### src/design/smps_pkg.sv
// Package for the segment mean block: sizes, item kinds and helpers.
// No dependencies.
package smps_pkg;
  localparam int MaxFrames = 1024;
  localparam int MaxDims   = 32;
  localparam int FrameW    = $clog2(MaxFrames + 1);
  localparam int RowW      = $clog2(MaxFrames);
  localparam int DimW      = $clog2(MaxDims);
  localparam int AddrW     = RowW + DimW;
  localparam int SumW      = 32;
  localparam int DivW      = SumW + 1;

  typedef enum logic [1:0] {
    KIND_LOAD  = 2'd0,
    KIND_QUERY = 2'd1,
    KIND_CLEAR = 2'd2,
    KIND_NONE  = 2'd3
  } kind_t;

  localparam logic [1:0] REG_DIMS = 2'd0;
endpackage

### src/design/smps_div.sv
// Iterative signed divider: 33-bit dividend over 11-bit duration, saturated to a signed 16-bit integer (Q15.0).
// Uses smps_pkg.
module smps_div
  import smps_pkg::*;
(
  input  logic                    clk,
  input  logic                    rst_n,
  input  logic                    start,
  input  logic signed [DivW-1:0]  dividend,
  input  logic [FrameW-1:0]       divisor,
  output logic                    done,
  output logic signed [15:0]      quot
);
  logic [DivW-1:0]   rem_r, rem_nxt, q_r, q_nxt;
  logic [FrameW-1:0] dvs_r;
  logic              neg_r;
  logic [5:0]        cnt_r;
  logic              busy_r, done_r;
  logic [DivW:0]     trial;
  logic signed [DivW:0] sq;

  always_comb begin
    trial   = {rem_r, q_r[DivW-1]} - {{(DivW+1-FrameW){1'b0}}, dvs_r};
    rem_nxt = trial[DivW] ? {rem_r[DivW-2:0], q_r[DivW-1]} : trial[DivW-1:0];
    q_nxt   = {q_r[DivW-2:0], ~trial[DivW]};
    sq      = neg_r ? -$signed({1'b0, q_r}) : $signed({1'b0, q_r});
    if (sq > 34'sd32767) quot = 16'sh7fff;
    else if (sq < -34'sd32768) quot = 16'sh8000;
    else quot = sq[15:0];
  end

  always_ff @(posedge clk) begin
    if (!rst_n) begin
      busy_r <= 1'b0;
      done_r <= 1'b0;
      cnt_r  <= '0;
    end else begin
      done_r <= 1'b0;
      if (start) begin
        busy_r <= 1'b1;
        cnt_r  <= 6'(DivW);
        rem_r  <= '0;
        q_r    <= dividend[DivW-1] ? DivW'(-dividend) : dividend;
        neg_r  <= dividend[DivW-1];
        dvs_r  <= divisor;
      end else if (busy_r) begin
        rem_r <= rem_nxt;
        q_r   <= q_nxt;
        cnt_r <= cnt_r - 6'd1;
        if (cnt_r == 6'd1) begin
          busy_r <= 1'b0;
          done_r <= 1'b1;
        end
      end
    end
  end
  assign done = done_r;
endmodule

### config.mk
export PLATFORM = sky130hd
export DESIGN_NAME = smps_div
export DESIGN_NICKNAME = d
export VERILOG_FILES = /design/src/design/smps_pkg.sv /design/src/design/smps_div.sv
export SDC_FILE = /design/constraint.sdc
export NUM_CORES = 1
export LEC_CHECK = 0
export BUFFER_PORTS_ARGS = -buffer_cell sky130_fd_sc_hd__buf_4
export CORE_MARGIN = 1.5
export CORE_UTILIZATION = 62
export CTS_BUF_LIST = sky130_fd_sc_hd__clkbuf_8
export DETAILED_ROUTE_END_ITERATION = 12
export GPL_TIMING_DRIVEN = 0
export HOLD_SLACK_MARGIN = 0.05
export PLACE_DENSITY = 0.88
export SYNTH_ARGS = -nofsm -noshare
export SYNTH_HDL_FRONTEND = slang
export SYNTH_SLANG_ARGS = --single-unit
### constraint.sdc
create_clock -name clk -period 5.8 [get_ports clk]
set_input_delay 1.45 -clock clk [delete_from_list [all_inputs] [get_ports clk]]
set_output_delay 1.45 -clock clk [all_outputs]
set_load 0.01 [all_outputs]
## After elaboration in Yosys (flattened, before gate mapping)

Index checks and enable logic that the tools add are counted.

- Bits of input ports: 47
- Register bits after elaboration: 86
- Output and inout bits: 17
- Word-level logic and storage cells: 37

- Magnitude comparators: 2
- Reductions and logical operators: 5
- Add/subtract/negate cells: 4
- Bitwise gates (word level): 3
- Equal/unequal tests: 1
- Muxes and demuxes: 14

Operator list:

| cell | count |
|---|---|
| 33-bit 2-to-1 mux | 5 |
| 34-bit by 16-bit greater-than comparator with 1-bit output (second input constant) | 1 |
| 34-bit by 16-bit less-than comparator with 1-bit output (second input constant) | 1 |
| 34-bit 2-to-1 mux | 1 |
| 33-bit negation with 34-bit output | 1 |
| 34-bit by 11-bit subtractor with 34-bit output | 1 |
| 33-bit negation | 1 |
| 16-bit 2-to-1 mux | 2 |
| 6-bit 2-to-1 mux | 2 |
| 6-bit by 1-bit equality test with 1-bit output (second input constant) | 1 |
| 6-bit by 1-bit subtractor with 6-bit output (second input constant) | 1 |
| 1-bit 2-to-1 mux | 4 |
| 2-bit AND reduction | 2 |
| 1-bit inverter | 3 |
| 3-bit OR reduction | 1 |
| 2-bit nonzero test | 1 |
| 2-bit OR reduction | 1 |

## Longest topological paths before layout

- Depth after elaboration: 5
- Mapped depth: 13
- Depth with buffers taken out: 12

## Least setup slack after synthesis

No wires, ideal clock.

- Path type: register to output
- Start: register q_r[16]
- End: output quot[10]
- Data required time: 4.350 ns
- Path buffers: 4
- Cell stages (with the launch flop): 14
- Path slack: 0.862 ns
- Data arrival time: 3.488 ns
- Cell sequence: edfxtp_1 -> clkbuf_1 -> or4_1 -> clkbuf_1 -> or3_1 -> clkbuf_1 -> nor4_2 -> xor2_1 -> or4_1 -> a21oi_1 -> nand2_1 -> o31a_1 -> clkbuf_1 -> a21oi_1

- Word-level cells in the longest chain between the ends: 5
- Elaborated cells on any way between the ends: 6
- Classes of those cells: add/sub (1); order compare (2); mux (3)

RTL lines:

| item | RTL line | source |
|---|---|---|
| start, declared | smps_div.sv:14 | `logic [DivW-1:0] rem_r, rem_nxt, q_r, q_nxt;` |
| start signal, assigned | smps_div.sv:43 | `q_r <= dividend[DivW-1] ? DivW'(-dividend) : dividend;` |
| start signal, assigned | smps_div.sv:48 | `q_r <= q_nxt;` |
| 33-bit negation with 34-bit output | smps_div.sv:26 | `sq = neg_r ? -$signed({1'b0, q_r}) : $signed({1'b0, q_r});` |
| 34-bit 2-to-1 mux (*) | smps_div.sv:26 |  |
| 34-bit by 16-bit less-than comparator with 1-bit output | smps_div.sv:28 | `else if (sq < -34'sd32768) quot = 16'sh8000;` |
| 16-bit 2-to-1 mux | smps_div.sv:28 |  |
| 16-bit 2-to-1 mux (*) | smps_div.sv:27 | `if (sq > 34'sd32767) quot = 16'sh7fff;` |
| end, declared | smps_div.sv:12 | `output logic signed [15:0] quot` |

Every way passes the cells marked *; elsewhere a longest branch is shown, timed or not.

## Worst setup path after layout

- Start: register q_r[16]
- End: output quot[11]

Same word-level chain as after synthesis.

==> summary.txt <==
Cells and area
  – N_diodes: 0
  – Layout cell share with drive strength beyond 1: between 10% and 20%
  – Non-filler cells, final: between 800 and 900
  – Syn-to-layout area delta: 14.0%
  – Fillers: ~690
  – Layout Nets: ~800

CTS
  – Hold_buf cts: 0
  – CTS Buf Count: 9
  – Reg clk slew, reported paths: about 0.080 ns
  – Clock sink total: 86
  – Clk buf depth: 2
  – Root cell of the clock tree: clkbuf_8
  – CTS H-Tree Depth: 3
  – Clk_lat worst skew: between 0.3 and 0.4 ns
  – TritonCTS clock tree: yes

Yosys
  – Largest family of logic cells by synthesized area: compound AO/OA/AOI/OAI gates
  – Share of the synthesized area in the top cell type: approximately two fifths
  – FF+latch count, synth: between 80 and 90
  – Synthesized area per cell: between 9 and 10 sq um
  – Main flop type after synthesis: edfxtp_1
  – Synth top area cells: edfxtp_1 (38%), xor2_1 (6.8%), a21oi_1 (5.3%), nor2_1 (4.6%), xnor2_1 (3.6%)
  – Mapped Area: 0.00614 sq mm
  – Multiplexer area fraction after synthesis: ~3.9%
  – Synth area leader: edfxtp_1
  – Sequential element share of the synthesized area: between 40% and 50%
  – Synth warnings: 0
  – Async SR Flop Fraction: 0%
  – Number of enable flip-flop cells after synthesis: 78
  – Mapped Cells: 660
  – Distinct cells, synth: 67
  – Syn nets: a little over 700
  – Xor and xnor fraction of the mapped netlist area: a little over a tenth
  – Compound-Gate Fraction of Synth Area: around a fifth
  – Simple-gate share of the synthesized area: a little under a fifth
  – Fraction of the mapped netlist area in adder cells: under 10%

Routing
  – Antenna violation net count after detailed routing: 0
  – WL/cell: 17.6 um
  – Via density: roughly 6.2
  – DR pass1 iterations: 5
  – DRT iter0 DRCs: between 400 and 500
  – Final wirelength: around 15,000 um
  – Vias: 5,413
  – DRC viols: 0

Power and ir drop
  – Internal power: roughly 0.0011 W
  – Lkg Pwr: between 2 and 3 nW
  – Worst IR drop on VDD: between 0.0001 and 0.00015 V
  – Tot Pwr: around 0.0015 W
  – Power Dens Cells: 220 mW/mm^2
  – Sw Ratio: slightly below 30%
  – Logic pwr share: approximately a quarter
  – Clock Power Share: between 20% and 30%
  – Flop pwr share: 50.3%
  – Sw power: 0.000459 W

Timing
  – Worst Max-Slew Pin Slew: 0.932 ns
  – Achievable Freq: between 0.15 and 0.2 GHz
  – Final slew viol count: 0
  – RSZ-0062 raised after global routing: false
  – Total negative setup slack: 0 ns
  – Final setup viols: 0
  – Fin crit share: between 90% and 100%
  – Clk_skew: approximately 0.0088 ns
  – Min Tclk post-route: roughly 5.6 ns
  – Worst slew margin: 37.9%
  – Endpoints failing hold: 0

Floorplan
  – Number of I/O pins: 64
  – DIE AREA: 0.0105 sq mm
  – Die Y: a little over 100 um
  – Die width: around 100 um
  – Area of the core: 0.00968 sq mm
  – Starting density of the core: around 63%
  – FP Rows: 36

Worst setup path
  – Worst setup EP type: primary output
  – CP top delay family: simple AND/OR/NAND/NOR gates
  – Critical Path Fanout Max: 10
  – CP Class: reg2out
  – CP peak stage delay: 0.59 ns
  – WP data required: 4.35 ns
  – CP Launch Type: register
  – CP max-delay cell: or4_4
  – CP Cell Sequence: or4_4, or3_1, clkbuf_1, nor4_4, xor2_1, or4_1, a21oi_1, nand2_1, o31a_1, buf_2, a21oi_2, buf_4
  – Worst Path Arrival: roughly 4.2 ns
  – CP Buf/Inv Count: 3

Place
  – Port Buffers: between 60 and 70
  – DP HPWL: roughly 11,000 um
  – Post-Place Cells: approximately 860
  – Gp weighted congestion: ~0.96

Outcome
  – Outcome: complete, no violations

Global routing
  – Grt ovf: 0
  – Vias in the first global route: a little over 5k
  – Gr usage total: around 30%
  – First-pass GRT wire length: around 24,000 um
  – Largest net degree at the start of global routing: 68
  – Antenna violations before repair: 0

Job
  – MaxCap Viol Count: 0

Hold path
  – Hold crit path type: reg2reg
-- logic make-up after synthesis --
family                   Yosys count
AO/OA/AOI/OAI                    178
flip-flops                        86
XOR/XNOR                          73
adder cells (fa/ha/maj)           16
multiplexers                      22
AND/OR/NAND/NOR                  219
buffers and inverters             66
-- worst reg2reg max path, stage by stage, from the launching register on --
cell and delay, ns:
edfxtp_1 0.46, or4_4 0.57, or4_1 0.41, buf_2 0.18, or4_1 0.51, or2_4 0.27
o21ai_2 0.20, nand4_2 0.25, buf_2 0.29, o41ai_1 0.28, a21oi_1 0.14
-- power by group through the flow --
stage	Sequential (W)	Clock (W)	Combinational (W)
floorplan	0.000775	0	0.000245
global placement	0.000784	0	0.000341
detailed placement	0.000786	0	0.000357
CTS	0.000772	0.000404	0.000360
global route	0.000781	0.000430	0.000400
finish	0.000775	0.000401	0.000366
-- cell type report --
cell class	count	area, sq um	area share, %
plain buffers	36	158	2.25
clock buffers	9	124	1.77
clock inverters	7	53.8	0.768
inverters	28	105	1.50
multi-input cells	508	3420	48.8
flip-flops and latches	86	2500	35.7
well taps	133	166	2.38
repair buffers	63	473	6.75
-- placed cells by master (no fill, tap or decap), types with 6 or more instances in the layout --
cell type / Yosys / routed
a21oi_1: 65 / 61
buf_4: 1 / 64
clkbuf_1: 28 / 25
clkbuf_8: 0 / 9
dfxtp_1: 8 / 8
edfxtp_1: 78 / 78
ha_1: 15 / 15
inv_1: 28 / 32
mux2_2: 12 / 12
mux2i_1: 9 / 9
nand2_1: 39 / 39
nor2_1: 75 / 75
nor3_1: 11 / 11
o21a_1: 10 / 9
o21ai_0: 26 / 25
o31ai_1: 24 / 24
o41ai_1: 11 / 11
or2_2: 6 / 6
or3_1: 24 / 24
or4_1: 20 / 19
xnor2_1: 25 / 25
xor2_1: 48 / 48
-- registers in the layout, indices dropped and copies added (netlist names) --
signal,flops
q_r,33
rem_r,33
dvs_r,11
cnt_r,6
busy_r,1
done,1
neg_r,1
-- metal layers --
layer | global-route usage [%] | share of wire (%) | up-vias | wire length, um
met5 | 0 | 0 | - | 0
met4 | 14.2 | 3.0 | 0 | 465
met3 | 3.59 | 4.8 | 36 | 731
met2 | 51.1 | 50 | 213 | 7600
met1 | 37.6 | 43 | 2573 | 6510
li1 | - | - | 2591 | -
-- cells in the mapped netlist (2+ instances only) --
cell      count
xnor2_1      25
dfxtp_1       8
or2_2         6
mux2i_1       9
o41ai_1      11
or3_1        24
o21ai_0      26
nand2_1      39
xor2_1       48
a21oi_1      65
inv_1        28
nand4_1       5
edfxtp_1     78
nor3_1       11
a21o_1        2
o21a_1       10
a31oi_1       5
nor2_1       75
a21boi_0      5
o31ai_1      24
mux2_2       12
buf_6         2
nand3b_1      2
buf_1         5
a31o_2        3
o22ai_1       3
nor3b_1       2
nor2b_1       4
nor4_1        6
clkbuf_1     28
a311oi_1      2
a32oi_1       2
and2_1        2
o32ai_1       3
nand3_1       5
buf_2         2
ha_1         15
or4_1        20
a211oi_1      3
o31a_1        3
and3_1        2
nand2b_1      5
-- per-stage QoR --
step	instance area [sq um]	util [%]	setup slack (ns)	hold slack (ns)
2_1_floorplan	6140	-	0.862	0.469
3_3_place_gp	6780	70.0	0.317	0.481
3_5_place_dp	6780	70.0	0.286	0.525
4_1_cts	6980	72.0	0.0651	0.536
5_1_grt	7000	72.3	0.0447	0.561
6_report	7000	72.3	0.170	0.538
-- worst paths after layout --
path                                start        end  slack [ns]  depth (start not counted)
worst max register to register  rem_r[12]  rem_r[32]        1.98                         10
worst min register to register   cnt_r[1]   cnt_r[1]        0.54                          2
worst max-delay path              q_r[16]   quot[11]        0.17                         12
worst min-delay path             cnt_r[1]   cnt_r[1]        0.54                          2
-- timing repair --
item,in CTS,in global routing
buffers inserted,0,1
gates resized for setup,4,9
pin swaps,1,1
endpoints found under the setup margin,10,15
(Power assumes the default switching activity.)
